### config.mk
export PLATFORM = sky130hd
export DESIGN_NAME = rmq_sqrt
export DESIGN_NICKNAME = d
export VERILOG_FILES = /design/src/sv/rmq_pkg.sv /design/src/sv/rmq_sqrt.sv
export SDC_FILE = /design/constraint.sdc
export NUM_CORES = 1
export LEC_CHECK = 0
export BUFFER_PORTS_ARGS = -buffer_cell sky130_fd_sc_hd__buf_2
export CELL_PAD_IN_SITES_DETAIL_PLACEMENT = 0
export CELL_PAD_IN_SITES_GLOBAL_PLACEMENT = 1
export CORE_MARGIN = 1
export CORE_UTILIZATION = 60
export CTS_BUF_LIST = sky130_fd_sc_hd__clkbuf_4 sky130_fd_sc_hd__clkbuf_8
export CTS_CLUSTER_DIAMETER = 30
export DETAILED_ROUTE_END_ITERATION = 12
export PLACE_DENSITY = 0.88
export SYNTH_ARGS = -nofsm -noshare
export SYNTH_HDL_FRONTEND = slang
export SYNTH_SLANG_ARGS = --single-unit
### constraint.sdc
create_clock -name i_clk -period 4.7 [get_ports i_clk]
set_input_delay 0.705 -clock i_clk [delete_from_list [all_inputs] [get_ports i_clk]]
set_output_delay 0.705 -clock i_clk [all_outputs]
set_load 0.05 [all_outputs]
### src/sv/rmq_pkg.sv
`timescale 1ns / 1ps
// ----------------------------------------------------------------------------
// rmq_pkg
// Shared payload types and slot codes for the matrix to quaternion pipeline.
// ----------------------------------------------------------------------------
package rmq_pkg;

    localparam int DW = 17;

    localparam logic [1:0] SLOT_X = 2'd0;
    localparam logic [1:0] SLOT_Y = 2'd1;
    localparam logic [1:0] SLOT_Z = 2'd2;
    localparam logic [1:0] SLOT_W = 2'd3;

    typedef struct packed {
        logic signed [15:0] m00;
        logic signed [15:0] m01;
        logic signed [15:0] m02;
        logic signed [15:0] m10;
        logic signed [15:0] m11;
        logic signed [15:0] m12;
        logic signed [15:0] m20;
        logic signed [15:0] m21;
        logic signed [15:0] m22;
    } t_mat;

    typedef struct packed {
        logic signed [15:0] quat_x;
        logic signed [15:0] quat_y;
        logic signed [15:0] quat_z;
        logic signed [15:0] quat_w;
    } t_quat;

    typedef struct packed {
        logic signed [DW-1:0] d0;
        logic signed [DW-1:0] d1;
        logic signed [DW-1:0] d2;
        logic [1:0]           slot;
    } t_side;

endpackage

### src/sv/rmq_sqrt.sv
`timescale 1ns / 1ps
// ----------------------------------------------------------------------------
// rmq_sqrt
// Pipelined integer square root, one result bit per stage.
// ----------------------------------------------------------------------------
module rmq_sqrt #(
    parameter int RW = 17
) (
    input  logic             i_clk,
    input  logic             i_rst_n,
    input  logic             i_en,
    input  logic             i_vld,
    input  logic [2*RW-1:0]  i_v,
    input  rmq_pkg::t_side   i_side,
    output logic             o_vld,
    output logic [RW-1:0]    o_root,
    output rmq_pkg::t_side   o_side
);
    import rmq_pkg::*;

    localparam int VW = 2 * RW;

    logic [VW-1:0] r_v    [RW];
    logic [VW-1:0] r_r    [RW];
    t_side         r_side [RW];
    logic [RW-1:0] r_vld;

    for (genvar gs = 0; gs < RW; gs++) begin : g_st
        logic [VW-1:0] vi, ri, bt, tr, n_v, n_r;
        t_side         sd;
        logic          vl;
        if (gs == 0) begin : g_first
            assign vi = i_v;
            assign ri = '0;
            assign sd = i_side;
            assign vl = i_vld;
        end else begin : g_next
            assign vi = r_v[gs-1];
            assign ri = r_r[gs-1];
            assign sd = r_side[gs-1];
            assign vl = r_vld[gs-1];
        end
        assign bt  = VW'(1) << (2 * (RW - 1 - gs));
        assign tr  = ri + bt;
        assign n_v = (vi >= tr) ? vi - tr : vi;
        assign n_r = (vi >= tr) ? (ri >> 1) + bt : ri >> 1;

        always_ff @(posedge i_clk) begin
            if (!i_rst_n) begin
                r_vld[gs] <= 1'b0;
            end else if (i_en) begin
                r_vld[gs] <= vl;
            end
        end

        always_ff @(posedge i_clk) begin
            if (i_en) begin
                r_v[gs]    <= n_v;
                r_r[gs]    <= n_r;
                r_side[gs] <= sd;
            end
        end
    end

    assign o_vld  = r_vld[RW-1];
    assign o_root = r_r[RW-1][RW-1:0];
    assign o_side = r_side[RW-1];

endmodule

Yosys cells after proc, flatten, opt, wreduce, memory -nomap -nowiden --
Memory sizes are Yosys's and may differ from the RTL's. Index checks and enable logic that the tools add are counted.
Word-level totals: flip-flop bits (word level) 17, output and inout bits 71, bits in read-only memories 0, memory bits (writable) 2057, memories kept 3, input port bits 91, word-level logic and storage cells 122, latch bits 0
Memory list:
- r_side | words 17, width 53, rd ports 17, clocked after memory_dff 0, write ports 17, line rmq_sqrt.sv:25 | t_side r_side [RW];
- r_r | words 17, width 34, rd ports 17, clocked after memory_dff 0, write ports 17, line rmq_sqrt.sv:24 | logic [VW-1:0] r_r [RW];
- r_v | words 17, width 34, rd ports 16, clocked after memory_dff 0, write ports 17, line rmq_sqrt.sv:23 | logic [VW-1:0] r_v [RW];
Operators by class: reduce and logical (&&, ||, !) cells 0, order comparisons 17, equal/unequal tests 0, mux-type cells 36, $mul 0, shifts and indexed selects 0, bitwise operators 0, add/subtract/negate cells 49, div/mod/pow operators 0
Operators with widths (count):
- $mux 34 | 33
- $ge 34x34->1 | 16
- $sub 34x34->34 | 16
- $add 33x1->34 const B | 1
- $add 33x11->34 const B | 1
- $add 33x13->34 const B | 1
- $add 33x15->34 const B | 1
- $add 33x17->34 const B | 1
- $add 33x19->34 const B | 1
- $add 33x21->34 const B | 1
- $add 33x23->34 const B | 1
- $add 33x25->34 const B | 1
- $add 33x27->34 const B | 1
- $add 33x29->34 const B | 1
- $add 33x3->34 const B | 1
- $add 33x31->34 const B | 1
- $add 33x5->34 const B | 1
- $add 33x7->34 const B | 1
- $add 33x9->34 const B | 1
- $add 34x1->34 const B | 1
- $add 34x11->34 const B | 1
- $add 34x13->34 const B | 1
- $add 34x15->34 const B | 1
- $add 34x17->34 const B | 1
- other kinds (15) | 16

Depth between registers and ports, before layout --
An unclocked memory read counts as a cell.
word-level depth 4, gate-level depth with buffers 13, depth with buffers taken out 10

Worst setup path after synthesis --
Ideal clock, no wire load.
kind register -> register, start point mem r_v[0][402] (netlist name), end point mem r_v[0][440] (netlist name) (data pin), required time 4.429 ns, setup time 0.271 ns, stages on the path, launching flop included 9, setup slack 1.811 ns, arrival time 2.617 ns, cells stage by stage edfxtp_1 -> or4_1 -> or3_1 -> or3_1 -> or4b_4 -> or4b_1 -> buf_2 -> nor4_1 -> xor2_1
RTL lines (line):
- start, declared | rmq_sqrt.sv:23

==> metrics.md <==
| Metric | Value |
|---|---|
| Htree depth | 5 |
| Mapped Avg Cell Area | 17.3 µm² |
| Post-DP HPWL | 61,000 µm |
| CTS tree | built |
| Metal-1 WL | 38,000 µm |
| Syn Inst Count | 3,504 |
| Worst-path fanout max | 9 |
| Final period util | 0.747 |
| Final Hold Fails | 0 |
| Unrepaired setup endpoints after global routing | false |
| Leakage | around 26 nW |
| Final Util | 0.703 |
| Fin nets | 4,319 |
| Slowest cell delay on critical path | 450 ps |
| Clk buf depth | 4 |
| Worst-Skew Late Latency | 920 ps |
| Yosys cell types | between 80 and 90 |
| Max Fclk | about 0.28 GHz |
| Core area | 0.100 mm² |
| Largest net degree at the start of global routing | 125 |
| Layout cells sized above 1 | 0.171 |
| Die H | 320 µm |
| Worst setup SP type | register |
| Mapped Area | a little over 0.06 mm² |
| Reg-to-reg endpoint | r_v[0][509] |
| Final setup violating endpoints | 0 |
| Uppermost layer routed | met4 |
| Wire length on met2 | about 52,000 µm |
| Crit path required time | 5300 ps |
| GR Util All Layers | 0.193 |
| Switching Fraction | 0.232 |
| Number of global-route vias before repair | about 31,000 |
| CTS root buffer | clkbuf_8 |
| # IOs | around 160 |
| Initial antenna violation count | 1 |
| IO Port Bufs | 161 |
| Post-synthesis sequential area ratio | 0.797 |
| Worst Path Arrival | 4120 ps |
| Clock power share | 0.390 |
| TritonRoute pass-1 iters | 6 |
| Post-route DRC | 0 |
| Skew final | 79.3 ps |
| Worst slew margin | 0.235 |
| Combinational share of power | 0.088 |
| Hold Path Class | input pin to register |
| Critical path endpoint category | register |
| Sinks on Clock Net | 1,615 |
| Wire per inst | 17.4 µm |
| First-pass GRT wire length | roughly 150,000 µm |
| Worst R2R Setup Slack | about 1200 ps |
| Slew of the pin with the lowest slew margin | 1140 ps |
| Status | finished clean |
| Clk slew on worst S/H paths | 60 ps |
| CP cell instances | ha_1 -> and4_1 -> nand3_1 -> a211oi_1 -> o21ai_0 -> o21a_1 -> inv_1 -> buf_4 -> o2111ai_1 -> xnor2_1 |
| Net Sw Power | 0.00801 W |
| Top_reg_cell synth | edfxtp_1 |
| Drt initial violations | ~1,800 |
| Sequential Power Share | 0.522 |
| Crit path kind | register to register |
| Num CTS Buffers | approximately 310 |
| Reg-to-reg startpoint | r_v[0][460] |
| Gr ovfl total | 0 |
| Layout area overhead | 16.2% |
| Maximum VDD drop | slightly below 0.4 mV |
| Post-synth EDFFs | 1,598 |
| Final antenna-violating net count | 0 |
| Synth Warn # | 0 |
| Initial Util | 0.605 |
| Routability Congestion | 0.910 |
| Syn Nets | 3,761 |
| Final Max Tran Viols | 0 |
| Met3 Wirelength | 3590 µm |
| Crit path capture | r_v[0][509] |
| Worst Setup SP | r_v[0][460] |
| Post-Route WL | between 90,000 and 100,000 µm |
| Internal power | between 0.02 and 0.03 W |
| Setup TNS | 0 ps |
| Max-cap viol count | 0 |
| Vias per cell | 5.34 |
| Async S/R FF share, synth | 0 |
| Die area | roughly 0.10 mm² |
| Pwr dens | approximately 500 mW/mm² |
| Via count | 29,800 |
| Synth Register Bits | 1,615 |
| Min Tclk post-route | about 3500 ps |
| Row count | 116 |
| Die Width | ~320 µm |
| Worst r2r path cells | 10 |
| Slowest-stage cell, CP | ha_1 |
-- cells by family (layout without fill, tap and decap cells) --
group                    Yosys count  count (layout)  synth area share
AO/OA/AOI/OAI                    491             491            0.0513
XOR/XNOR                         213             213            0.0308
adder cells (fa/ha/maj)          166             166            0.0343
buffers and inverters            255            1035            0.0159
flip-flops                      1615            1615             0.797
multiplexers                      43              43           0.00747
other                              0               1                 0
AND/OR/NAND/NOR                  721             721            0.0631
-- layer usage --
metal	GRT usage	vias to the layer above
met3	0.0393	234
met2	0.353	705
li1	-	14700
met5	0	-
met1	0.213	14200
met4	0.0965	0
-- synth_stat cells (19+ instances only) --
cell type	count	area, µm²
a21o_1	37	278
a21oi_1	117	586
clkbuf_1	34	128
edfxtp_1	1598	48000
ha_1	166	2080
inv_1	208	781
mux2i_1	25	250
nand2_1	141	529
nand2b_1	28	175
nand3_1	36	180
nand4_1	32	200
nor2_1	152	571
nor2b_1	39	244
nor3_1	73	365
nor4_1	81	507
o211ai_1	19	143
o21a_1	41	308
o21ai_0	141	706
or3_1	26	163
xnor2_1	105	920
xor2_1	108	946
-- stage by stage --
stage,total power [W],cell area [µm²],worst slack [ps],instances,hold slack [ps]
floorplan,0.0200,60600,1810,3504,400
global placement,0.0211,63400,1130,4961,400
detailed placement,0.0212,63400,1200,4961,405
CTS,0.0348,70400,1140,5582,1.43
global route,0.0360,70400,947,5583,24.3
finish,0.0344,70400,1190,5583,92.5
-- power groups by stage --
stage                     sequential (W)  clock [W]  combinational, W
after floorplan                   0.0181          0           0.00196
after global placement            0.0182          0           0.00293
after detailed placement          0.0182          0           0.00297
after CTS                         0.0180     0.0138           0.00304
after global routing              0.0181     0.0145           0.00337
final                             0.0180     0.0134           0.00303
-- state kept, by name (all words and copies together) (netlist names) --
| signal | count |
|---|---|
| g_st.vl | 16 |
| o_vld | 1 |
| r_side | 901 |
| r_r | 153 |
| r_v | 544 |
-- critical path: cells and delay by family, from the launching register on --
kind                       cells  cell delay [ps]
AOI/OAI and AO/OA              4             1170
xor gates and xnor gates       1              170
adders and majority gates      1              450
buffers and inverters          2              450
DFF                            1              390
and+or+nand+nor                2              580
-- worst min-delay path by stage --
stage	start	to	slack (ps)	depth (start not counted)
floorplan	r_side[0][47]	r_side[0][100]	400	0
global placement	r_side[1][66]	r_side[1][119]	400	0
detailed placement	r_side[0][61]	r_side[0][114]	400	0
CTS	i_v[33]	r_r[0][32]	1	2
global route	i_v[32]	r_v[0][32]	20	2
finish	i_v[32]	r_v[0][32]	90	2
-- cells in the final DEF (no fill, tap or decap), drive strengths merged, types with 26 or more instances in the layout --
cell	n
or3	26
xnor2	105
nor2	153
nand2b	28
clkbuf	382
inv	213
ha	166
dlygate4sd3	86
o21a	41
buf	203
clkinvlp	30
o21ai	151
nor2b	39
edfxtp	1598
nor3	74
a21oi	117
nand3	36
a21o	37
xor2	108
nand2	141
clkinv	101
nor4	81
nand4	32
-- area by class of cell --
cell class              count  area (µm²)
flip-flops and latches   1615       48300
repair buffers            289        2180
multi-input cells        1634       11400
fillers                  6270       29700
clock buffers             382        4840
well taps                1298        1620
inverters                 211         792
clock inverters           153        1330
diodes                      1        2.50
-- what timing repair did --
action,in CTS,in global routing
hold buffers,86,0
resized for setup,0,0
endpoints found under the hold margin,86,0
buffers inserted,0,0
endpoints found under the setup margin,0,0
No activity file was read; power rests on OpenSTA's default activity.
