**src/sv/rmq_pkg.sv**
```systemverilog
`timescale 1ns / 1ps
// ----------------------------------------------------------------------------
// rmq_pkg
// Shared payload types and slot codes for the matrix to quaternion pipeline.
// ----------------------------------------------------------------------------
package rmq_pkg;

    localparam int DW = 17;

    localparam logic [1:0] SLOT_X = 2'd0;
    localparam logic [1:0] SLOT_Y = 2'd1;
    localparam logic [1:0] SLOT_Z = 2'd2;
    localparam logic [1:0] SLOT_W = 2'd3;

    typedef struct packed {
        logic signed [15:0] m00;
        logic signed [15:0] m01;
        logic signed [15:0] m02;
        logic signed [15:0] m10;
        logic signed [15:0] m11;
        logic signed [15:0] m12;
        logic signed [15:0] m20;
        logic signed [15:0] m21;
        logic signed [15:0] m22;
    } t_mat;

    typedef struct packed {
        logic signed [15:0] quat_x;
        logic signed [15:0] quat_y;
        logic signed [15:0] quat_z;
        logic signed [15:0] quat_w;
    } t_quat;

    typedef struct packed {
        logic signed [DW-1:0] d0;
        logic signed [DW-1:0] d1;
        logic signed [DW-1:0] d2;
        logic [1:0]           slot;
    } t_side;

endpackage

```
**src/sv/rmq_div.sv**
```systemverilog
`timescale 1ns / 1ps
// ----------------------------------------------------------------------------
// rmq_div
// Three-lane pipelined restoring divider for d * 2^F / (2 * root), rounded,
// one quotient bit per stage, plus the rounded diagonal term.
// ----------------------------------------------------------------------------
module rmq_div #(
    parameter int FRAC_BITS = 14,
    parameter int RW        = 17
) (
    input  logic            i_clk,
    input  logic            i_rst_n,
    input  logic            i_en,
    input  logic            i_vld,
    input  logic [RW-1:0]   i_root,
    input  rmq_pkg::t_side  i_side,
    output logic            o_vld,
    output logic [16:0]     o_q [3],
    output logic [2:0]      o_neg,
    output logic [2:0]      o_zero,
    output logic [RW-1:0]   o_diag,
    output logic [1:0]      o_slot
);
    import rmq_pkg::*;

    localparam int QB = 17;
    localparam int NS = QB + 1;
    localparam int NW = 18 + FRAC_BITS;
    localparam int CW = ((NW > RW + 17) ? NW : RW + 17) + 1;

    logic [CW-1:0] r_rem  [NS][3];
    logic [QB-1:0] r_q    [NS][3];
    logic [2:0]    r_neg  [NS];
    logic [2:0]    r_zero [NS];
    logic [RW:0]   r_d    [NS];
    logic [RW-1:0] r_diag [NS];
    logic [1:0]    r_slot [NS];
    logic [NS-1:0] r_vld;

    logic signed [DW-1:0] c_d [3];
    assign c_d[0] = i_side.d0;
    assign c_d[1] = i_side.d1;
    assign c_d[2] = i_side.d2;

    logic [RW-1:0] n_diag0;

    always_comb begin
        logic [RW:0] rt;
        rt = {1'b0, i_root} + 1'b1;
        n_diag0 = rt[RW:1];
    end

    for (genvar gl = 0; gl < 3; gl++) begin : g_prep
        logic [17:0] mag;
        logic        neg;
        assign neg = c_d[gl] < 0;
        assign mag = neg ? -18'(c_d[gl]) : 18'(c_d[gl]);
        always_ff @(posedge i_clk) begin
            if (i_en) begin
                r_rem[0][gl]  <= (CW'(mag) << FRAC_BITS) + CW'(i_root);
                r_q[0][gl]    <= '0;
                r_neg[0][gl]  <= neg;
                r_zero[0][gl] <= (mag == '0);
            end
        end
    end

    always_ff @(posedge i_clk) begin
        if (!i_rst_n) begin
            r_vld[0] <= 1'b0;
        end else if (i_en) begin
            r_vld[0] <= i_vld;
        end
    end

    always_ff @(posedge i_clk) begin
        if (i_en) begin
            r_d[0]    <= {i_root, 1'b0};
            r_diag[0] <= n_diag0;
            r_slot[0] <= i_side.slot;
        end
    end

    for (genvar gs = 1; gs < NS; gs++) begin : g_st
        localparam int B = QB - gs;
        logic [CW-1:0] sh;
        assign sh = CW'(r_d[gs-1]) << B;
        for (genvar gl = 0; gl < 3; gl++) begin : g_lane
            logic          ge;
            logic [QB-1:0] n_q;
            assign ge = r_rem[gs-1][gl] >= sh;
            always_comb begin
                n_q    = r_q[gs-1][gl];
                n_q[B] = ge;
            end
            always_ff @(posedge i_clk) begin
                if (i_en) begin
                    r_rem[gs][gl] <= ge ? r_rem[gs-1][gl] - sh : r_rem[gs-1][gl];
                    r_q[gs][gl]   <= n_q;
                end
            end
        end

        always_ff @(posedge i_clk) begin
            if (!i_rst_n) begin
                r_vld[gs] <= 1'b0;
            end else if (i_en) begin
                r_vld[gs] <= r_vld[gs-1];
            end
        end

        always_ff @(posedge i_clk) begin
            if (i_en) begin
                r_neg[gs]  <= r_neg[gs-1];
                r_zero[gs] <= r_zero[gs-1];
                r_d[gs]    <= r_d[gs-1];
                r_diag[gs] <= r_diag[gs-1];
                r_slot[gs] <= r_slot[gs-1];
            end
        end
    end

    assign o_vld  = r_vld[NS-1];
    assign o_q    = r_q[NS-1];
    assign o_neg  = r_neg[NS-1];
    assign o_zero = r_zero[NS-1];
    assign o_diag = r_diag[NS-1];
    assign o_slot = r_slot[NS-1];

endmodule

```
**config.mk**
```make
export PLATFORM = sky130hd
export DESIGN_NAME = rmq_div
export DESIGN_NICKNAME = d
export VERILOG_FILES = /design/src/sv/rmq_pkg.sv /design/src/sv/rmq_div.sv
export SDC_FILE = /design/constraint.sdc
export NUM_CORES = 2
export LEC_CHECK = 0
export BUFFER_PORTS_ARGS = -buffer_cell sky130_fd_sc_hd__buf_2
export CAP_MARGIN = 20
export CELL_PAD_IN_SITES_DETAIL_PLACEMENT = 1
export CELL_PAD_IN_SITES_GLOBAL_PLACEMENT = 1
export CORE_UTILIZATION = 40
export CTS_CLUSTER_SIZE = 40
export DETAILED_ROUTE_END_ITERATION = 10
export PLACE_DENSITY = 0.76
export SLEW_MARGIN = 20
export SYNTH_ARGS = -nofsm -noshare
export SYNTH_HDL_FRONTEND = slang
export SYNTH_SLANG_ARGS = --single-unit
```
**constraint.sdc**
```tcl
create_clock -name i_clk -period 4.49 [get_ports i_clk]
set_input_delay 0 -clock i_clk [delete_from_list [all_inputs] [get_ports i_clk]]
set_output_delay 0 -clock i_clk [all_outputs]
set_load 0.1 [all_outputs]
```
* Yosys cells after proc, flatten, opt, wreduce, memory -nomap -nowiden
Memories as Yosys holds them, arrays and structs flattened.
Cells that the tools add are included.
** Word-level totals
- Bits in registers :: 18
- RAM bits :: 3582
- Input port bits :: 74
- Output and inout bits :: 77
- Word-level logic and storage cells :: 196
- Memories :: 7
** Memories
- r_rem :: depth 18, bits a word 105, read ports 17, clocked after Yosys merged registers in 0, write ports 18, RTL line rmq_div.sv:31 : logic [CW-1:0] r_rem [NS][3];
- r_q :: depth 18, bits a word 51, read ports 18, clocked after Yosys merged registers in 0, write ports 18, RTL line rmq_div.sv:32 : logic [QB-1:0] r_q [NS][3];
- r_d :: depth 18, bits a word 18, read ports 17, clocked after Yosys merged registers in 0, write ports 18, RTL line rmq_div.sv:35 : logic [RW:0] r_d [NS];
- r_diag :: depth 18, bits a word 17, read ports 18, clocked after Yosys merged registers in 0, write ports 18, RTL line rmq_div.sv:36 : logic [RW-1:0] r_diag [NS];
- r_neg :: depth 18, bits a word 3, read ports 18, clocked after Yosys merged registers in 0, write ports 18, RTL line rmq_div.sv:33 : logic [2:0] r_neg [NS];
- r_zero :: depth 18, bits a word 3, read ports 18, clocked after Yosys merged registers in 0, write ports 18, RTL line rmq_div.sv:34 : logic [2:0] r_zero [NS];
- 1 more memories
** Operators by class
- Add/subtract/negate cells :: 58
- Magnitude comparators :: 54
- Multiplexer cells :: 56
- Reductions and logical operators :: 3
** Operator list (number)
- 2-to-1 mux 35 bit :: 51
- >= comparator 35 x 18 -> 1 bit :: 3
- >= comparator 35 x 19 -> 1 bit :: 3
- >= comparator 35 x 20 -> 1 bit :: 3
- >= comparator 35 x 21 -> 1 bit :: 3
- >= comparator 35 x 22 -> 1 bit :: 3
- >= comparator 35 x 23 -> 1 bit :: 3
- >= comparator 35 x 24 -> 1 bit :: 3
- >= comparator 35 x 25 -> 1 bit :: 3
- >= comparator 35 x 26 -> 1 bit :: 3
- >= comparator 35 x 27 -> 1 bit :: 3
- >= comparator 35 x 28 -> 1 bit :: 3
- >= comparator 35 x 29 -> 1 bit :: 3
- >= comparator 35 x 30 -> 1 bit :: 3
- >= comparator 35 x 31 -> 1 bit :: 3
- >= comparator 35 x 32 -> 1 bit :: 3
- >= comparator 35 x 33 -> 1 bit :: 3
- >= comparator 35 x 34 -> 1 bit :: 3
- subtractor 35 x 18 -> 35 bit :: 3
- subtractor 35 x 19 -> 35 bit :: 3
- subtractor 35 x 20 -> 35 bit :: 3
- subtractor 35 x 21 -> 35 bit :: 3
- subtractor 35 x 22 -> 35 bit :: 3
- subtractor 35 x 23 -> 35 bit :: 3
- other kinds (18) :: 51

* Logic depth before layout (Yosys ltp)
- Depth in word-level cells :: 3
- Depth in mapped cells :: 14
- Depth with buffers taken out :: 13

* Least setup slack after synthesis
No wires, ideal clock.
- Kind :: flip-flop to flip-flop
- Start point :: mem r_rem[7][71] (netlist name)
- End point :: mem r_rem[8][32] (netlist name), data pin
- Setup time :: 0.258 ns
- Arrival time :: 3.451 ns
- Data required time :: 4.232 ns
- Setup slack :: 0.782 ns
- Cell stages (with the launch flop) :: 12
- Buffers on the path :: 0
- Period minus slack after synthesis :: 3.708 ns
- Cell sequence :: edfxtp_1 -> inv_1 -> ha_1 -> nor2b_1 -> o21ai_0 -> a21boi_0 -> o31ai_1 -> a21oi_1 -> a41oi_1 -> or4_1 -> or4b_2 -> xnor2_1
** RTL lines (RTL line)
- from (decl) :: rmq_div.sv:31

==> impl_results.md <==
- Max Cap Violations: 0
- Routed Antenna Nets: 0
- Htree depth: 5
- Register-to-Register Setup Slack: 0.27 ns
- Clock skew: roughly 0.045 ns
- Final-stage net count: 13,100
- FFs w/ async S/R, synth: 0%
- Syn. warnings: 0
- Largest net degree at the start of global routing: 189
- Sw Share: a little over a third
- Share of cells above drive strength 1: a little under a tenth
- GRT Overall Usage: between 20% and 30%
- Multiplexer share of the synthesized area: around 1.9%
- Top cell family by delay on the critical path: compound AO/OA/AOI/OAI gates
- Area Growth Syn to Fin: 14.0%
- Vias per cell: 5.60
- Initial Utilization: 40.2%
- Final setup violation count: 0
- Initial DRT Pass Iterations: 5
- XOR/XNOR share of the synthesized area: 6.89%
- Post-CTS Hold Buffers: roughly 170
- Row cnt: 212
- Setup crit start kind: flop
- Reg2reg end: r_rem[11][28]
- Final period util: 94.0%
- GRT overflow: 0
- Num ports: 151
- Main combinational cell family by area after synthesis: simple AND/OR/NAND/NOR gates
- Fin crit period: 4.22 ns
- Compound-Gate Fraction of Synth Area: 12.0%
- Setup CP Type: flop to flop
- Top-area cell type share of the netlist area: 55.8%
- Gate power share: 34.7%
- Vias in the first global route: a little under 100k
- Clock transition at path regs: 0.07 ns
- Min-delay src: i_root[2]
- Post-synthesis cell type count: 92
- CP Capture Type: flop
- Critical R2R Launch: r_rem[10][77]
- Worst Path Max Fanout: 24
- Post-Synth Simple-Gate Area: around 12%
- Reg2reg path depth: 13
- PnR worst setup slack: 0.269 ns
- Met3 usage: roughly 2.3%
- First-pass GRT wire length: between 600,000 and 700,000 µm
- Die ar.: 338,000 µm²
- Met1 GRT Util: 26.2%
- Buf/Inv on CP: 2
- Clock share of power: around 25%
- Post-DP HPWL: around 320,000 µm
- Ys flop type: edfxtp_1
- RSZ-0062 raised after global routing: no
- Cell taking the most area after synthesis: edfxtp_1
- Tightest Pin Transition: approximately 1.1 ns
- Clock Tree Buf Depth: 4
- Most used routing layer: met2
- Outcome: finished, final reports clean
- GPL Wtd Cong: 0.957
- Port Buf Inserts: 150
- Post_cts resized: 0
- Leak pwr: 56.8 nW
- Synthesized-area fraction occupied by adder cells: around 8.6%
- Worst rel slew slack: a little over a quarter
- Yosys reg bits: ~2,500
- CP Data Required Time: approximately 5.1 ns
- Synth top area cells: edfxtp_1 56%, ha_1 7.9%, xnor2_1 3.6%
- Die X: 582 µm
- Antenna violations before repair: 4
- Worst Hold Endpoint: r_diag[0][1]
- M2 GR Usage: a little over two fifths
- DP Worst Slack: between 0.2 and 0.3 ns
- Peak supply drop: 0.363 mV
- CTS tree: yes
- Post-CTS Setup Inserts: 0
- Inserted Clock Buffers: 291
- Fmax: between 200 and 250 MHz
- Drt drc: 0
- Detailed Route WL: 410,000 µm
- Setup TNS: 0 ns
- Critical path cell sequence: inv_1, ha_1, fa_1, nor2b_1, o31a_1, o211ai_1, o21ai_0, nand2b_1, a31oi_2, buf_4, o211a_1, nor3b_1, xor2_1
- CTS sink cnt: 2,515
- Register area: 75,300 µm²
- Syn Area/Cell: 11.7 µm²
- Final hold vios: 0
- Int Power: 60.4 mW
- Core box area: 334,000 µm²
- Multi-input logic area: roughly 56,000 µm²
- Min-delay worst type: input port to flop
- Die Y: 582 µm
- Insertion delay to the later sink of the worst-skew pair: 0.91 ns
- Hold Path Depth: 3
- Cells after Synth: between 10,000 and 15,000
- Part of the power in registers: about 40%
- Root Buffer: clkbuf_16
- 1st-iter DRT viols: 5,534
- Critical path's largest stage delay: about 0.65 ns
- Net Switching: 33.5 mW
- Register area share after synthesis: 56.1%
- Vias: 93,600
- Post-Syn Area: 134,000 µm²
- CP max stage cell: o21ai_0
- Pwr per Cell Area: 613 nW/µm²
- Final slew viol count: 0
- Number of synthesized flops with an enable pin: 2,497
- Wire per inst: 24.5 µm
- Worst EP arrival: 4.87 ns
- FILL cells: about 35,000
[stage by stage]
step	area [µm²]	utilization [%]	hold slack, ns	total power [mW]	instances
floorplan	134000	-	0.0989	58.5	11400
global placement	142000	42.5	0.184	68.7	16000
detailed placement	142000	42.5	0.192	70.0	16000
CTS	153000	45.9	0.0180	94.3	16700
global route	153000	45.9	0.0815	98.8	16700
finish	153000	45.9	0.0895	94.0	16700
[logic make-up after synthesis]
family,Yosys count
compound gates,2602
flops,2515
xor+xnor,1057
buf+inv,759
mux,232
fa+ha+maj,899
other cells,1
simple gates,3373
[placed cells by master, fill, tap and decap left out, drive strengths merged, types with 86 or more instances in the layout]
cell | synthesis | layout
o21ai | 709 | 709
clkinv | 3 | 115
buf | 13 | 375
nand2b | 182 | 182
nor4 | 158 | 158
a21oi | 793 | 793
clkbuf | 195 | 339
xor2 | 505 | 505
nand4 | 167 | 167
o21a | 148 | 148
mux2 | 189 | 189
edfxtp | 2497 | 2497
a31oi | 86 | 86
nand3 | 210 | 210
a21o | 248 | 248
nand2 | 818 | 818
ha | 851 | 851
nor3 | 302 | 302
inv | 548 | 565
nor2b | 154 | 154
xnor2 | 552 | 552
or3 | 131 | 131
dlygate4sd3 | 0 | 174
o31ai | 100 | 100
nor2 | 900 | 900
[worst max path at each step]
stage | from | to | slack [ns] | depth (start not counted)
2_1_floorplan | r_rem[7][71] | r_rem[8][32] | 0.78 | 11
3_3_place_gp | r_d[15][14] | r_rem[16][49] | 0.36 | 9
3_5_place_dp | r_rem[10][77] | r_rem[11][28] | 0.29 | 13
4_1_cts | r_rem[10][77] | r_rem[11][28] | 0.30 | 13
5_1_grt | r_rem[10][77] | r_rem[11][28] | 0.1 | 13
6_report | r_rem[10][77] | r_rem[11][28] | 0.27 | 13
[power groups by stage]
stage	combinational, mW	sequential, mW	clock (mW)
after floorplan	23.1	35.4	0
after global placement	30.9	37.8	0
after detailed placement	32.0	38.0	0
after CTS	32.5	37.6	24.3
after global routing	35.9	38.0	25.0
final	32.6	37.6	23.7
[metal layers]
| metal | vias to the layer above | wire [µm] |
|---|---|---|
| li1 | 44200 | - |
| met1 | 46600 | 157000 |
| met2 | 1953 | 212000 |
| met3 | 872 | 12400 |
| met4 | 4 | 28200 |
| met5 | - | 26 |
[layout make-up]
cell class | instances | share of cell area [%]
Antenna cell | 5 | 0.00817
Clock buffer | 339 | 4.93
Clock inverter | 178 | 1.25
Inverter | 551 | 1.35
Multi-Input combinational cell | 8169 | 36.8
Sequential cell | 2515 | 49.2
Tap cell | 4387 | 3.58
Timing Repair Buffer | 549 | 2.89
[flip-flops by register name, indices dropped and copies added (netlist names)]
name    count
o_vld       1
r_q       459
r_d       129
r_neg      54
r_zero     54
r_diag    306
r_slot     36
r_vld      17
r_rem    1459
[worst min-delay path: cells and delay by family]
family	cells	cell delay, ns
buffers and inverters	2	0.73
xor gates and xnor gates	1	0.09
[synthesized netlist by cell type (100+ instances only)]
master	count
mux2_2	187
nor3_1	302
a21oi_1	793
clkbuf_1	195
a21o_1	248
nor4_1	158
o21ai_0	702
nor2_1	900
xor2_1	505
nand2_1	818
nand2b_1	182
o31ai_1	100
o21a_1	148
ha_1	851
nand4_1	167
nand3_1	210
inv_1	546
nor2b_1	154
or3_1	129
edfxtp_1	2497
xnor2_1	552
No activity file was read; power rests on OpenSTA's default activity.
