<file path="config.mk">
export PLATFORM = sky130hd
export DESIGN_NAME = rmq_front
export DESIGN_NICKNAME = d
export VERILOG_FILES = /design/src/sv/rmq_pkg.sv /design/src/sv/rmq_front.sv
export SDC_FILE = /design/constraint.sdc
export NUM_CORES = 1
export LEC_CHECK = 0
export ABC_AREA = 1
export BUFFER_PORTS_ARGS = -buffer_cell sky130_fd_sc_hd__buf_2
export CAP_MARGIN = 30
export CORE_ASPECT_RATIO = 0.5
export CORE_MARGIN = 2
export CORE_UTILIZATION = 40
export DETAILED_ROUTE_END_ITERATION = 6
export HOLD_SLACK_MARGIN = 0.1
export PLACE_DENSITY = 0.58
export SYNTH_ARGS = -nofsm -noshare
export SYNTH_HDL_FRONTEND = slang
export SYNTH_SLANG_ARGS = --single-unit
</file>
<file path="constraint.sdc">
create_clock -name i_clk -period 3 [get_ports i_clk]
set_input_delay 0.3 -clock i_clk [delete_from_list [all_inputs] [get_ports i_clk]]
set_output_delay 0.3 -clock i_clk [all_outputs]
set_load 0.1 [all_outputs]
</file>
<file path="src/sv/rmq_pkg.sv">
`timescale 1ns / 1ps
// ----------------------------------------------------------------------------
// rmq_pkg
// Shared payload types and slot codes for the matrix to quaternion pipeline.
// ----------------------------------------------------------------------------
package rmq_pkg;

    localparam int DW = 17;

    localparam logic [1:0] SLOT_X = 2'd0;
    localparam logic [1:0] SLOT_Y = 2'd1;
    localparam logic [1:0] SLOT_Z = 2'd2;
    localparam logic [1:0] SLOT_W = 2'd3;

    typedef struct packed {
        logic signed [15:0] m00;
        logic signed [15:0] m01;
        logic signed [15:0] m02;
        logic signed [15:0] m10;
        logic signed [15:0] m11;
        logic signed [15:0] m12;
        logic signed [15:0] m20;
        logic signed [15:0] m21;
        logic signed [15:0] m22;
    } t_mat;

    typedef struct packed {
        logic signed [15:0] quat_x;
        logic signed [15:0] quat_y;
        logic signed [15:0] quat_z;
        logic signed [15:0] quat_w;
    } t_quat;

    typedef struct packed {
        logic signed [DW-1:0] d0;
        logic signed [DW-1:0] d1;
        logic signed [DW-1:0] d2;
        logic [1:0]           slot;
    } t_side;

endpackage

</file>
<file path="src/sv/rmq_front.sv">
`timescale 1ns / 1ps
// ----------------------------------------------------------------------------
// rmq_front
// Two stages: trace, diagonal compares, off-diagonal sums and differences,
// then branch selection, radicand and routing of the three side lanes.
// ----------------------------------------------------------------------------
module rmq_front #(
    parameter int FRAC_BITS = 14,
    parameter int SW        = 20,
    parameter int VW        = 34
) (
    input  logic            i_clk,
    input  logic            i_rst_n,
    input  logic            i_en,
    input  logic            i_vld,
    input  rmq_pkg::t_mat   i_mat,
    output logic            o_vld,
    output logic [VW-1:0]   o_v,
    output rmq_pkg::t_side  o_side
);
    import rmq_pkg::*;

    logic                 r1_vld;
    logic signed [17:0]   r1_trace, r1_rad0, r1_rad1, r1_rad2;
    logic                 r1_gt01, r1_gt02, r1_gt12;
    logic signed [DW-1:0] r1_dif0, r1_dif1, r1_dif2, r1_sum01, r1_sum02, r1_sum12;

    logic signed [17:0] e00, e11, e22;
    assign e00 = 18'(i_mat.m00);
    assign e11 = 18'(i_mat.m11);
    assign e22 = 18'(i_mat.m22);

    always_ff @(posedge i_clk) begin
        if (!i_rst_n) begin
            r1_vld <= 1'b0;
        end else if (i_en) begin
            r1_vld <= i_vld;
        end
    end

    always_ff @(posedge i_clk) begin
        if (i_en) begin
            r1_trace <= e00 + e11 + e22;
            r1_rad0  <= e00 - e11 - e22;
            r1_rad1  <= e11 - e22 - e00;
            r1_rad2  <= e22 - e00 - e11;
            r1_gt01  <= i_mat.m11 > i_mat.m00;
            r1_gt02  <= i_mat.m22 > i_mat.m00;
            r1_gt12  <= i_mat.m22 > i_mat.m11;
            r1_dif0  <= DW'(i_mat.m12) - DW'(i_mat.m21);
            r1_dif1  <= DW'(i_mat.m20) - DW'(i_mat.m02);
            r1_dif2  <= DW'(i_mat.m01) - DW'(i_mat.m10);
            r1_sum01 <= DW'(i_mat.m01) + DW'(i_mat.m10);
            r1_sum02 <= DW'(i_mat.m02) + DW'(i_mat.m20);
            r1_sum12 <= DW'(i_mat.m12) + DW'(i_mat.m21);
        end
    end

    logic [1:0]         c_sel;
    logic signed [17:0] c_base;
    logic signed [SW-1:0] c_s;
    t_side              n_side;
    logic [VW-1:0]      n_v;

    always_comb begin
        if (r1_gt01) begin
            c_sel = r1_gt12 ? SLOT_Z : SLOT_Y;
        end else begin
            c_sel = r1_gt02 ? SLOT_Z : SLOT_X;
        end
        if (r1_trace > 0) begin
            c_base = r1_trace;
            n_side = '{d0: r1_dif0, d1: r1_dif1, d2: r1_dif2, slot: SLOT_W};
        end else begin
            case (c_sel)
                SLOT_X: begin
                    c_base = r1_rad0;
                    n_side = '{d0: r1_sum01, d1: r1_sum02, d2: r1_dif0, slot: SLOT_X};
                end
                SLOT_Y: begin
                    c_base = r1_rad1;
                    n_side = '{d0: r1_sum01, d1: r1_sum12, d2: r1_dif1, slot: SLOT_Y};
                end
                default: begin
                    c_base = r1_rad2;
                    n_side = '{d0: r1_sum02, d1: r1_sum12, d2: r1_dif2, slot: SLOT_Z};
                end
            endcase
        end
        c_s = SW'(c_base) + (SW'(1) <<< FRAC_BITS);
        n_v = (c_s > 0) ? (VW'(c_s) << FRAC_BITS) : '0;
    end

    always_ff @(posedge i_clk) begin
        if (!i_rst_n) begin
            o_vld <= 1'b0;
        end else if (i_en) begin
            o_vld <= r1_vld;
        end
    end

    always_ff @(posedge i_clk) begin
        if (i_en) begin
            o_v    <= n_v;
            o_side <= n_side;
        end
    end

endmodule

</file>
After elaboration in Yosys (flattened, before gate mapping)
Index checks and enable logic that the tools add are counted.
{ "word_totals": {"register_bits": 265, "wordCells": 50} }
{ "classes": {"add_sub_neg": 15, "magnitude_cmp": 5, "muxes": 7, "n_eq_ne": 1, "n_reduce_logical": 1} }
{ "op_table": {"columns": ["op", "n"], "rows": [
  ["53-bit one-hot mux with 2 select lines", 1],
  ["16-bit by 16-bit subtractor with 17-bit output", 6],
  ["16-bit by 16-bit adder with 17-bit output", 4],
  ["17-bit by 16-bit subtractor with 18-bit output", 3],
  ["53-bit two-way mux", 1],
  ["16-bit > comparator", 3],
  ["18-bit one-hot mux with 2 select lines", 1],
  ["18-bit by 16-bit adder with 19-bit output, second input constant", 1],
  ["19-bit by 1-bit > comparator with 1-bit output, second input constant", 1],
  ["17-bit by 16-bit adder with 18-bit output", 1],
  ["18-bit by 1-bit > comparator with 1-bit output, second input constant", 1],
  ["18-bit two-way mux", 1],
  ["2-bit two-way mux", 3],
  ["2-bit by 1-bit == test with 1-bit output, second input constant", 1],
  ["2-bit zero test", 1]
]} }

Longest topological paths before layout
Gate-level depths: netlist of the first run.
{ "logic_depth": {"depth_word": 7, "ltp_mapped": 19, "ltp_nobuf": 17} }

Least setup slack after synthesis of the first run
Ideal clock, no wire load.
{ "synth_timing": {"path_type": "input-to-reg", "from": "input port i_mat[1] in the netlist's numbering", "to": "register r1_trace[13], data pin", "path_stages": 10, "arrival_ns": 2.509, "setup_time_ns": 0.269, "path_slack_ns": 0.221, "path_cell_list": "fa_1 -> ha_1 -> fa_1 -> nand3_1 -> nand3_1 -> a21oi_1 -> o21ai_0 -> a21boi_0 -> o21ai_0 -> xor2_1"} }
{ "synth_between": {"elab_chain_len": 1} }
{ "synth_lines": {"columns": ["element", "line", "text"], "rows": [
  ["start, declared", "rmq_front.sv:16", "input rmq_pkg::t_mat i_mat,"],
  ["17-bit by 16-bit adder with 18-bit output", "rmq_front.sv:43", "r1_trace <= e00 + e11 + e22;"],
  ["end signal, assigned", "rmq_front.sv:43", null],
  ["end, declared", "rmq_front.sv:24", "logic signed [17:0] r1_trace, r1_rad0, r1_rad1, r1_rad2;"]
]} }
No other way between the ends.
A chain may end at the register's enable or synchronous reset.

==> results of run 1 <==
## layout make-up
type                    count  share of cell area [%]
multi-input cells        1531                    48.5
inverters                 291                    4.79
repair buffers            292                    7.40
clock buffers              30                    2.82
well taps                 649                    3.55
flip-flops and latches    248                    32.4
clock inverters            16                   0.508
## per-layer routing
| layer | part of all wire (%) | global-route usage (%) | vias up |
|---|---|---|---|
| met5 | 0 | 0 | - |
| met3 | 3.6 | 2.04 | 64 |
| met2 | 50 | 36.1 | 326 |
| met4 | 2.1 | 4.18 | 0 |
| met1 | 45 | 25.7 | 7086 |
| li1 | - | - | 7612 |
## metrics by stage
step | utilization [%] | instances | hold slack (ps) | setup TNS [ps] | area [um^2]
floorplan | - | 2141 | 412 | 0 | 20000
global placement | 45.2 | 3007 | 481 | -63.8 | 22100
detailed placement | 45.2 | 3007 | 477 | -79.5 | 22100
CTS | 46.8 | 3056 | 138 | 0 | 22900
global route | 46.9 | 3057 | 142 | 0 | 22900
finish | 46.9 | 3057 | 160 | 0 | 22900
## sequential cells by signal, summed over array words and instances (netlist names), 16 cells and up
name / flops
r1_dif1: 17
r1_trace: 18
r1_sum02: 16
o_side: 53
r1_sum01: 16
r1_sum12: 16
r1_dif2: 17
r1_rad2: 18
r1_rad1: 18
r1_rad0: 18
o_v: 19
r1_dif0: 17
## synth_stat cells (all sizes together), types with 2 or more instances
master and n:
nand2 304, inv 290, ha 260, edfxtp 246, a21oi 166, nor2 147
nand3 143, o21ai 119, xor2 117, fa 72, clkbuf 37, buf 34
nor3 30, xnor2 26, a31oi 21, o211ai 18, mux2 16, o21bai 13
o31ai 11, a21o 9, nand4 9, nor4 6, a21boi 5, a211oi 4
a221oi 3, a22o 3, or2 3, dfxtp 2, nand3b 2
## path summary, 6_finish.rpt
path / start / cells after the start / endpoint
setup / recovery: r1_trace[0]$_DFFE_PP_ / 8 / o_side[17]$_DFFE_PP_
hold / removal: i_mat[49] / 2 / r1_sum12[1]$_DFFE_PP_
setup reg to reg: r1_trace[0]$_DFFE_PP_ / 8 / o_side[17]$_DFFE_PP_
hold reg to reg: r1_vld$_SDFFE_PN0P_ / 2 / o_vld$_SDFFE_PN0P_
## power breakdown
group,total [W],switching [W],internal [W],leakage (nW)
logic,0.00599,0.00425,0.00174,7.88
registers,0.00512,0.000286,0.00484,2.43
clock network,0.00297,0.00141,0.00157,0.373
## cells by family (layout without fill, tap and decap cells)
logic type / Yosys count / count (layout)
mux: 16 / 16
flops: 248 / 248
xor+xnor: 143 / 143
other cells: 1 / 15
buf+inv: 362 / 629
fa+ha+maj: 332 / 332
compound gates: 380 / 380
simple gates: 645 / 645
## what timing repair did
action / CTS / global route
hold endpoints to repair: 2 / 0
setup buffers: 0 / 1
endpoints found under the setup margin: 0 / 33
hold buffers: 3 / 0
gates resized for setup: 0 / 1
==> results.md, run 1 <==
- Relative to the synthesized area, the layout overhead comes to 14.8%.
- The worst setup skew after layout is between 10 and 15 ps.
- Across the VDD grid, the largest voltage drop is ~400 uV.
- The type of origin of the critical path is a flip-flop.
- The most common cell after layout, fill and taps aside is sky130_fd_sc_hd__nand2_1.
- The maximum operating frequency is between 300 and 400 MHz.
- The first global-routing pass estimated ~80 mm of wire.
- The setup check on the worst reg-to-reg path leaves a slack of around 280 ps.
- The number of synthesized register bits is about 250.
- The width of the die is approximately 320 um.
- The number of antenna violations at the first check in global routing is 0.
- The classification of the worst-slack hold path is in2reg.
- The clock sink count is approximately 250.
- The number of buffers inserted by port buffering is between 200 and 250.
- The final-report hold violation count was 0.
- After synthesis, the largest family of logic cells by area is adder cells.
- OpenSTA, run right after detailed placement, puts the worst setup slack at -79.5 ps.
- The detailed-route wire length is slightly above 50 mm.
- The multi-input combinational cells in the finished layout cover a total of between 10,000 and 15,000 um^2.
- The synthesized netlist devotes a little under a quarter of its cell area to adder and majority cells.
- Summing the areas of all compound-gate instances in the mapped netlist gives a little over a tenth of the synthesized area.
- In this run the biggest area consumer among cell types represents 37.0% of the synthesized area.
- TritonCTS built the clock tree.
- The sequential cell area in the final layout is around 7400 um^2.
- The number of global-route vias before repair is between 10,000 and 15,000.
- After the first detailed-routing iteration, the DRC count stood at approximately 1,100.
- The sum of net half-perimeters after detailed placement is ~42 mm.
- The layout has between 4,000 and 5,000 filler cells.
- The final weighted congestion of routability-driven global placement is 0.933.
- The final critical delay including setup and external delays is between 2000 and 3000 ps.
- The share of the cycle needed by the critical path after routing is between 90% and 100%.
- The capturing element type of the critical path is a flip-flop.
- Summing internal, switching and leakage power gives 0.0141 W.
- The via total after detailed routing is about 15,000.
- The global-route congestion overflow total is 0.
- For this design the ratio of total power to cell area is 616 nW/um^2.
- The share of synthesized area occupied by flip-flops and latches is a little under two fifths.
- The number of pins with negative max-slew slack in the final report is 0.
- The via count normalized by instance count is just under 5.
- The critical path data arrival time is between 3000 and 4000 ps.
- The distinct cell type count after synthesis is 55.
- Each instance of the synthesized netlist takes up on average 9.38 um^2.
- The floorplan row count is 57.
- The slowest stage cell on the critical path is sky130_fd_sc_hd__buf_4.
- The total inserted antenna cells is 0.
- The post-synthesis share of cell area spent on xor and xnor gates is 6.28%.
- The data required time at the worst endpoint is between 3000 and 4000 ps.
- sky130_fd_sc_hd__edfxtp_1 takes more of the synthesized area than any other cell.
- In this run the deepest clock path goes through 3 buffers.
- The worst-path maximum fanout is a little over 80.
- For this design the static power due to leakage is approximately 11 nW.
- The net count of the finished layout is approximately 2,900.
- The worst-skew pair later-pin latency is between 500 and 600 ps.
- The library cells used most frequently in the layout, excluding fill and tap cells, are sky130_fd_sc_hd__nand2_1 (298), sky130_fd_sc_hd__inv_1 (286), sky130_fd_sc_hd__ha_1 (260), sky130_fd_sc_hd__edfxtp_1 (246), sky130_fd_sc_hd__buf_2 (220).
- The number of failing setup endpoints in the final timing report is 0.
- The number of max-cap violations is 0.
- The share of flip-flops with an asynchronous set or reset after synthesis is 0%.
- The top-level I/O count is 236.
- The initial utilization of the core area, before any placement, comes to between 40% and 50%.
- The chip height is about 160 um.
- The first TritonRoute pass finished after 5 iterations.
- In this design, the stage delay of the slowest critical-path cell is between 600 and 700 ps.
- The number of buffers added by the clock tree synthesis step is 25.
- By instance count, the cell type seen most on the critical path is sky130_fd_sc_hd__buf_4.
- The signal on the critical path passes through or2_1 > nor2_1 > nand3_2 > nand2_4 > buf_4 > nand2_1 > buf_4 > mux2_2.
- The count of warnings emitted by yosys is 0.
- Among cell families on the critical path, the largest total delay comes from buffers and inverters.
- In the synthesized netlist, mux cells make up less than 1% of the area.
- Ranked by total cell area, the synthesized netlist is headed by sky130_fd_sc_hd__edfxtp_1 (37%), sky130_fd_sc_hd__ha_1 (16%), sky130_fd_sc_hd__fa_1 (7.2%), sky130_fd_sc_hd__nand2_1 (5.6%), sky130_fd_sc_hd__inv_1 (5.4%).
- Among all flip-flop cells after synthesis, the most frequent one is sky130_fd_sc_hd__edfxtp_1.
- The die covers between 50,000 and 60,000 um^2.
- The core footprint is between 40,000 and 50,000 um^2.
- In the final routed layout, each cell accounts on average for roughly 17 um.
- The number of enable-type register cells in the synthesized netlist is 246.
- Clock-pin slew was measured on the worst setup and hold paths at ~70 ps.
- Setup repair after global routing left no endpoint under its margin.
- After detailed routing, the number of remaining DRC violations is 0.
- For the pin with the worst max-slew slack, the measured transition is 823 ps.
- The least setup slack across all paths after layout is around 280 ps.
- The number of antenna-violating nets in the routed design is 0.
- Of the cells placed in the final design, the portion with a size suffix greater than 1 is 15.3%.
- The flow ran to the end, and the final reports show no timing, DRC or antenna violations.
- The total standard cell area after synthesis is between 15,000 and 20,000 um^2.
- The post-synthesis instance total is 2,127.
- The fraction of the mapped netlist area in simple logic gates is 13.9%.
- Across every metal layer, demand over resource in global routing totals 19.9%.
- Entering global routing, the biggest net connects between 80 and 90 pins.
- Counting both buffers and inverters, the worst setup path holds a total of 2.
- The type of the setup path with the least slack is reg2reg.
- Clock tree synthesis selected as its root buffer the cell sky130_fd_sc_hd__clkbuf_16.
- The level count of the clock H-tree is 1.
- Measured against its own limit, the worst slew margin works out to between 40% and 50%.
No activity file was read; power rests on OpenSTA's default activity.
==> inputs of run 2 (changes only) <==
--- a/config.mk
+++ b/config.mk
@@ -10,10 +10,10 @@
 export CAP_MARGIN = 30
 export CORE_ASPECT_RATIO = 0.5
 export CORE_MARGIN = 2
-export CORE_UTILIZATION = 40
+export CORE_UTILIZATION = 60
 export DETAILED_ROUTE_END_ITERATION = 6
 export HOLD_SLACK_MARGIN = 0.1
-export PLACE_DENSITY = 0.58
+export PLACE_DENSITY = 0.82
 export SYNTH_ARGS = -nofsm -noshare
 export SYNTH_HDL_FRONTEND = slang
 export SYNTH_SLANG_ARGS = --single-unit
==> constraint.sdc (replaced) <==
create_clock -name i_clk -period 3 [get_ports i_clk]
set_input_delay 0.15 -clock i_clk [delete_from_list [all_inputs] [get_ports i_clk]]
set_output_delay 0.15 -clock i_clk [all_outputs]
set_load 0.1 [all_outputs]
==> results.md, run 2 (synthesis gave the netlist of run 1 again) <==
- The sum of negative setup slack came to 0 ps (unchanged).
- The DRC violation total after the first TritonRoute iteration is 1,401 (was 1,099).
- The pin count of the biggest net entering global routing came to 81 (was 84).
- The worst-skew pair later-pin latency is 550 ps (about the same).
- The number of flip-flops under the largest register name is 53 (unchanged).
- The final weighted congestion of routability-driven global placement is 1.02 (was 0.933).
- The slowest stage cell on the critical path was sky130_fd_sc_hd__dlygate4sd3_1 (was sky130_fd_sc_hd__buf_4).
- The share of the cycle needed by the critical path after routing is 93.0% (was 90.7%).
- The number of buffers inserted by port buffering is 221 (unchanged).
- Largest registers: o_side (53), o_v (19) (unchanged).
- The number of failing setup endpoints in the final timing report is 0 (unchanged).
- The global-route congestion overflow total is 0 (unchanged).
- The total routing resource utilization after global routing is 29.1% (was 19.9%).
- The final-report hold violation count is 0 (unchanged).
- The highest cell delay on the worst timing path came to 540 ps (was 620 ps).
- The classification of the worst-slack hold path is in2reg (unchanged).
- The data required time at the worst endpoint is 3280 ps (was 3290 ps).
- The maximum resistive drop on vdd is 434 uV (was 396 uV).
- The static leakage is 10.6 nW (was 10.7 nW).
- The endpoint with the worst hold slack is r1_trace[1]$_DFFE_PP_ (was r1_sum12[1]$_DFFE_PP_).
- The initial standard-cell utilization of the core is 60.7% (was 40.8%).
- The number of antenna violations at the first check in global routing was 0 (unchanged).
- The DRC violation count after routing came to 0 (unchanged).
- The net count of the finished layout came to 2,855 (was 2,869).
- Setup repair after global routing missed its margin: no (unchanged).
- The core footprint was 32,900 um^2 (was 48,900 um^2).
- The endpoint of the worst-slack reg-to-reg timing path is o_v[16]$_SDFFCE_PP0P_ (was o_side[17]$_DFFE_PP_).
- The most common cell after layout, fill and taps aside is sky130_fd_sc_hd__nand2_1 (unchanged).
- The CTS tree is built (unchanged).
- Status: complete, no violations (unchanged).
- The via count normalized by instance count came to 5.58 (was 4.94).
- The number of max-cap violations is 0 (unchanged).
- The filler cell count in the final layout was 2,649 (was 4,693).
- The top-level I/O count is 236 (unchanged).
- The first-pass iteration count of the detailed router is 7 (was 5).
- The share of layout cells above drive strength 1 came to 14.0% (was 15.3%).
- The level count of the clock H-tree is 1 (unchanged).
- The routed wire length per instance came to 17.9 um (was 17.0 um).
- The sum of net half-perimeters after detailed placement is 39.7 mm (was 41.8 mm).
- Top library cells by usage in the layout, fill and taps aside: sky130_fd_sc_hd__nand2_1 (298), sky130_fd_sc_hd__inv_1 (286), sky130_fd_sc_hd__ha_1 (260), sky130_fd_sc_hd__edfxtp_1 (246), sky130_fd_sc_hd__buf_2 (220) (unchanged).
- The worst reg-to-reg setup slack is 260 ps (was 280 ps).
- The worst-path maximum fanout came to 6 (was 83).
- The number of antenna-violating nets in the routed design is 0 (unchanged).
- The floorplan row count is 47 (was 57).
- The critical path data arrival time was 3070 ps (was 3020 ps).
- The power per cell area is 629 nW/um^2 (was 616 nW/um^2).
- The detailed-route wire length came to 50.8 mm (was 51.9 mm).
- The type of origin of the critical path is a primary input (was flip-flop).
- The chip height came to 133 um (was 162 um).
- Chain of cells forming the critical path: dlygate4sd3_1 > buf_2 > fa_1 > ha_1 > fa_1 > nand3_1 > nand3_1 > a21oi_2 > o21ai_0 > a21boi_1 > o21ai_1 > xor2_1 (was or2_1 > nor2_1 > nand3_2 > nand2_4 > buf_4 > nand2_1 > buf_4 > mux2_2).
- The die footprint is 34,800 um^2 (was 51,800 um^2).
- The type of the setup path with the least slack is in2reg (was reg2reg).
- The via total after detailed routing came to 15,807 (was 15,088).
- The maximum number of buffers from clock root to sink was 3 (unchanged).
- The number of global-route vias before repair came to 15,449 (was 14,842).
- The final critical delay including setup and external delays came to 2790 ps (was 2720 ps).
- The number of buffers added by the clock tree synthesis step is 23 (was 25).
- The number of pins with negative max-slew slack in the final report is 0 (unchanged).
- The logic depth of the worst register-to-register path is 15 (was 8).
- The worst setup skew after layout is 19.9 ps (was 12.5 ps).
- The width of the die is 262 um (was 320 um).
- The root buffer cell is sky130_fd_sc_hd__clkbuf_16 (unchanged).
- The number of cells on the worst hold path is 1 (was 2).
- The worst relative slew slack is 55.9% (was 45.2%).
- The total inserted antenna cells was 0 (unchanged).
- The launch instance of the worst register-to-register path is r1_trace[0]$_DFFE_PP_ (unchanged).
- The maximum operating frequency is 359 MHz (was 367 MHz).
- The transition at the pin with the smallest max-transition slack is 655 ps (was 823 ps).
- The final standard cell utilization of the core came to 68.7% (was 46.9%).
- The largest register by flop count is o_side (unchanged).
- The growth of design area from synthesis to finish is 13.2% (was 14.8%).
- The start point of the worst hold path is i_en (was i_mat[49]).
- The capturing element type of the critical path is a flip-flop (unchanged).
- The clock sink count was 248 (unchanged).
- The post-CTS clock slew at the launch and capture registers of the worst setup and hold paths came to 70 ps (about the same).
- The post-CTS setup-driven buffer insertion count is 0 (unchanged).
- The first-pass GRT wire length is 79.3 mm (was 80.4 mm).
==> run 2: how the worst max path moves through the flow <==
stage                      start                      to  cells past startpoint
2_1_floorplan           i_mat[1]  r1_trace[13]$_DFFE_PP_                     10
3_3_place_gp          i_mat[129]  r1_trace[13]$_DFFE_PP_                     11
3_5_place_dp            i_mat[2]   r1_rad0[11]$_DFFE_PP_                     13
4_1_cts               i_mat[129]  r1_trace[13]$_DFFE_PP_                     12
5_1_grt        r1_gt01$_DFFE_PP_   o_v[29]$_SDFFCE_PP0P_                     17
6_report              i_mat[129]  r1_trace[13]$_DFFE_PP_                     12
==> run 2: worst max-delay path: cells and delay by family <==
kind                     cells  cell delay (ps)
AO/OA/AOI/OAI                4              680
AND/OR/NAND/NOR              2              210
buffers and inverters        2              720
adder cells (fa/ha/maj)      3             1150
XOR/XNOR                     1              160
==> run 2: final cells by class <==
class / instances / area [um^2] / share of cell area [%]
clock buffer: 26 / 587 / 2.60
tap: 441 / 552 / 2.44
sequential: 248 / 7430 / 32.9
clock inverter: 14 / 183 / 0.809
multi-input combinational: 1531 / 11100 / 49.2
timing repair buffer: 280 / 1630 / 7.23
inverter: 291 / 1100 / 4.86
==> run 2: power breakdown <==
group | leakage [nW] | internal (W) | total [W] | switching, W
Combinational | 7.81 | 0.00169 | 0.00594 | 0.00425
Sequential | 2.43 | 0.00484 | 0.00512 | 0.000287
Clock | 0.377 | 0.00176 | 0.00312 | 0.00136
==> run 2: metrics by stage <==
step                setup WS [ps]  instances  total power (W)  area, um^2  hold slack [ps]
detailed placement            113       2772           0.0110       21600              390
floorplan                     371       2141          0.00948       20000              262
finish                        211       2831           0.0142       22600              112
global route                 31.2       2831           0.0149       22600              101
global placement              147       2772           0.0109       21600              374
CTS                           136       2831           0.0142       22600              105
==> run 2: repair_timing <==
item | CTS | global route
gates resized for setup | 0 | 3
hold buffers | 19 | 0
endpoints found under the setup margin | 0 | 2
hold endpoints to repair | 12 | 0
==> run 2: routing by layer <==
layer / vias to the layer above / part of all wire, % / global-route usage (%)
met2: 579 / 49 / 51.1
met3: 136 / 5.4 / 3.07
met5: - / 0 / 0
met4: 0 / 4.5 / 11.6
li1: 7566 / - / -
met1: 7526 / 41 / 36.9
==> inputs of run 3 (changes only) <==
--- a/config.mk
+++ b/config.mk
@@ -13,6 +13,7 @@
 export CORE_UTILIZATION = 60
 export DETAILED_ROUTE_END_ITERATION = 6
 export HOLD_SLACK_MARGIN = 0.1
+export MAX_ROUTING_LAYER = met4
 export PLACE_DENSITY = 0.82
 export SYNTH_ARGS = -nofsm -noshare
 export SYNTH_HDL_FRONTEND = slang
==> constraint.sdc (replaced) <==
create_clock -name i_clk -period 3 [get_ports i_clk]
set_input_delay 0.15 -clock i_clk [delete_from_list [all_inputs] [get_ports i_clk]]
set_output_delay 0.15 -clock i_clk [all_outputs]
set_load 0.02 [all_outputs]
==> results.md, run 3 (synthesis gave the netlist of run 1 again) <==
- Status: complete, no violations (unchanged).
- The post-CTS setup-driven buffer insertion count came to 0 (unchanged).
- The global-route congestion overflow total is 0 (unchanged).
- The number of pins with negative max-slew slack in the final report was 0 (unchanged).
- Setup repair after global routing missed its margin: no (unchanged).
- The first-pass iteration count of the detailed router is 7 (unchanged).
- The number of antenna violations at the first check in global routing is 0 (unchanged).
- The pin count of the biggest net entering global routing is 83 (was 81).
- The total inserted antenna cells was 0 (unchanged).
- The initial standard-cell utilization of the core is 60.7% (unchanged).
- The sequential cell area in the final layout came to 7430 um^2 (unchanged).
- The static leakage is 10.6 nW (about the same).
- The start point of the critical path is i_mat[129] (unchanged).
- The level count of the clock H-tree is 1 (unchanged).
- The CTS tree was built (unchanged).
- The critical path data arrival time is 3100 ps (was 3070 ps).
- The number of flip-flops under the largest register name is 53 (unchanged).
- The number of global-route vias before repair was 15,269 (was 15,449).
- The capturing element type of the critical path is a flip-flop (unchanged).
- The final hold slack is 112 ps (about the same).
- The final weighted congestion of routability-driven global placement is 0.988 (was 1.02).
- The via total after detailed routing came to 15,662 (was 15,807).
- The post-CTS clock slew at the launch and capture registers of the worst setup and hold paths is 60 ps (was 70 ps).
- The filler cell count in the final layout was 2,565 (was 2,649).
- The area used by multi-input combinational logic came to 11,100 um^2 (about the same).
- The floorplan row count came to 47 (unchanged).
- Largest registers: o_side (53), o_v (19) (unchanged).
- Top library cells by usage in the layout, fill and taps aside: sky130_fd_sc_hd__nand2_1 (298), sky130_fd_sc_hd__inv_1 (286), sky130_fd_sc_hd__ha_1 (260), sky130_fd_sc_hd__edfxtp_1 (246), sky130_fd_sc_hd__buf_2 (220) (unchanged).
- The first-pass GRT wire length was 78.1 mm (was 79.3 mm).
- The transition at the pin with the smallest max-transition slack is 805 ps (was 655 ps).
- The net count of the finished layout is 2,850 (was 2,855).
- The endpoint of the worst-slack reg-to-reg timing path is o_v[17]$_SDFFCE_PP0P_ (was o_v[16]$_SDFFCE_PP0P_).
- The final-report hold violation count is 0 (unchanged).
- The chip height came to 133 um (unchanged).
- The classification of the worst-slack hold path is in2reg (unchanged).
- The most common cell after layout, fill and taps aside is sky130_fd_sc_hd__nand2_1 (unchanged).
- The number of max-cap violations is 0 (unchanged).
- The final critical delay including setup and external delays is 2810 ps (was 2790 ps).
- The sum of negative setup slack came to 0 ps (unchanged).
- The number of failing setup endpoints in the final timing report is 0 (unchanged).
- The type of the setup path with the least slack is in2reg (unchanged).
- The routed wire length per instance is 17.7 um (was 17.9 um).
- The worst setup skew after layout was 12.0 ps (was 19.9 ps).
- The maximum number of buffers from clock root to sink is 3 (unchanged).
- The total routing resource utilization after global routing was 29.6% (was 29.1%).
- The width of the die came to 262 um (unchanged).
- The launch instance of the worst register-to-register path is r1_trace[0]$_DFFE_PP_ (unchanged).
- The power per cell area is 575 nW/um^2 (was 629 nW/um^2).
- The maximum resistive drop on vdd is 434 uV (about the same).
- The detailed-route wire length is 50.1 mm (was 50.8 mm).
- The worst-skew pair later-pin latency is 550 ps (about the same).
- The logic depth of the worst register-to-register path was 16 (was 15).
- The number of antenna-violating nets in the routed design is 0 (unchanged).
- The worst relative slew slack is 46.3% (was 55.9%).
- The critical path endpoint is r1_trace[13]$_DFFE_PP_ (unchanged).
- The share of the cycle needed by the critical path after routing is 93.6% (was 93.0%).
- The data required time at the worst endpoint was 3290 ps (was 3280 ps).
- The core footprint is 32,900 um^2 (unchanged).
- The worst reg-to-reg setup slack is 280 ps (was 260 ps).
- The share of layout cells above drive strength 1 is 14.1% (was 14.0%).
- The root buffer cell is sky130_fd_sc_hd__clkbuf_16 (unchanged).
- The clock sink count is 248 (unchanged).
- The maximum operating frequency was 356 MHz (was 359 MHz).
- The DRC violation count after routing is 0 (unchanged).
- The via count normalized by instance count is 5.54 (was 5.58).
- The type of origin of the critical path was a primary input (unchanged).
- The worst-path maximum fanout came to 6 (unchanged).
- The top-level I/O count is 236 (unchanged).
- The DRC violation total after the first TritonRoute iteration is 1,417 (was 1,401).
- The largest register by flop count is o_side (unchanged).
- The number of buffers inserted by port buffering is 221 (unchanged).
- The number of buffers added by the clock tree synthesis step came to 24 (was 23).
- The sum of net half-perimeters after detailed placement came to 39.5 mm (was 39.7 mm).
- The die footprint came to 34,800 um^2 (unchanged).
- The final standard cell utilization of the core came to 68.6% (was 68.7%).
- The growth of design area from synthesis to finish was 13.0% (was 13.2%).
## run 3: stage by stage
stage | instances | power [W] | setup slack, ps | cell area (um^2)
final | 2826 | 0.0129 | 192 | 22500
after global routing | 2826 | 0.0136 | 1.62 | 22500
after global placement | 2770 | 0.00969 | 139 | 21600
after CTS | 2826 | 0.0129 | 138 | 22500
after detailed placement | 2770 | 0.00980 | 56.3 | 21600
after floorplan | 2141 | 0.00826 | 371 | 20000
## run 3: worst min-delay path by stage
| stage | depth (start not counted) | endpoint | start | slack [ps] |
|---|---|---|---|---|
| floorplan | 0 | o_side[0]$_SDFFCE_PP1P_ | i_en | 260 |
| detailed placement | 3 | r1_vld$_SDFFE_PN0P_ | i_vld | 390 |
| global placement | 3 | r1_vld$_SDFFE_PN0P_ | i_vld | 370 |
| CTS | 3 | r1_sum02[16]$_DFFE_PP_ | i_mat[111] | 110 |
| global route | 3 | r1_sum02[16]$_DFFE_PP_ | i_mat[111] | 110 |
| finish | 3 | r1_sum02[16]$_DFFE_PP_ | i_mat[111] | 110 |
## run 3: power breakdown
part	total (W)	internal (W)	switching (W)
Clock	0.00311	0.00174	0.00137
Sequential	0.00513	0.00484	0.000295
Combinational	0.00471	0.00169	0.00302
## run 3: worst max-delay path: stages
cell and delay, ps:
sky130_fd_sc_hd__dlygate4sd3_1 530, sky130_fd_sc_hd__buf_2 170, sky130_fd_sc_hd__fa_1 450, sky130_fd_sc_hd__ha_1 240
sky130_fd_sc_hd__fa_1 460, sky130_fd_sc_hd__nand3_1 80, sky130_fd_sc_hd__nand3_1 120, sky130_fd_sc_hd__a21oi_1 240
sky130_fd_sc_hd__o21ai_0 180, sky130_fd_sc_hd__a21boi_1 220, sky130_fd_sc_hd__o21ai_1 110, sky130_fd_sc_hd__xor2_1 150
## run 3: cell type report
| class | count | area share [%] |
|---|---|---|
| clock inverters | 15 | 0.811 |
| well taps | 441 | 2.45 |
| multi-input cells | 1531 | 49.2 |
| flip-flops and latches | 248 | 33.0 |
| repair buffers | 274 | 7.00 |
| clock buffers | 26 | 2.70 |
| inverters | 291 | 4.87 |
## run 3: timing repair
action                     in CTS  in global routing
gates resized for setup         0                  2
hold buffers                   15                  0
hold endpoints to repair       69                  0
setup endpoints to repair       0                  2
## run 3: layer usage
metal	global-route usage, %	part of all wire (%)	vias up
met1	36.9	41	7376
met2	50.1	49	591
met5	-	0	-
met4	10.4	4.0	0
met3	3.31	6.5	122
li1	-	-	7573
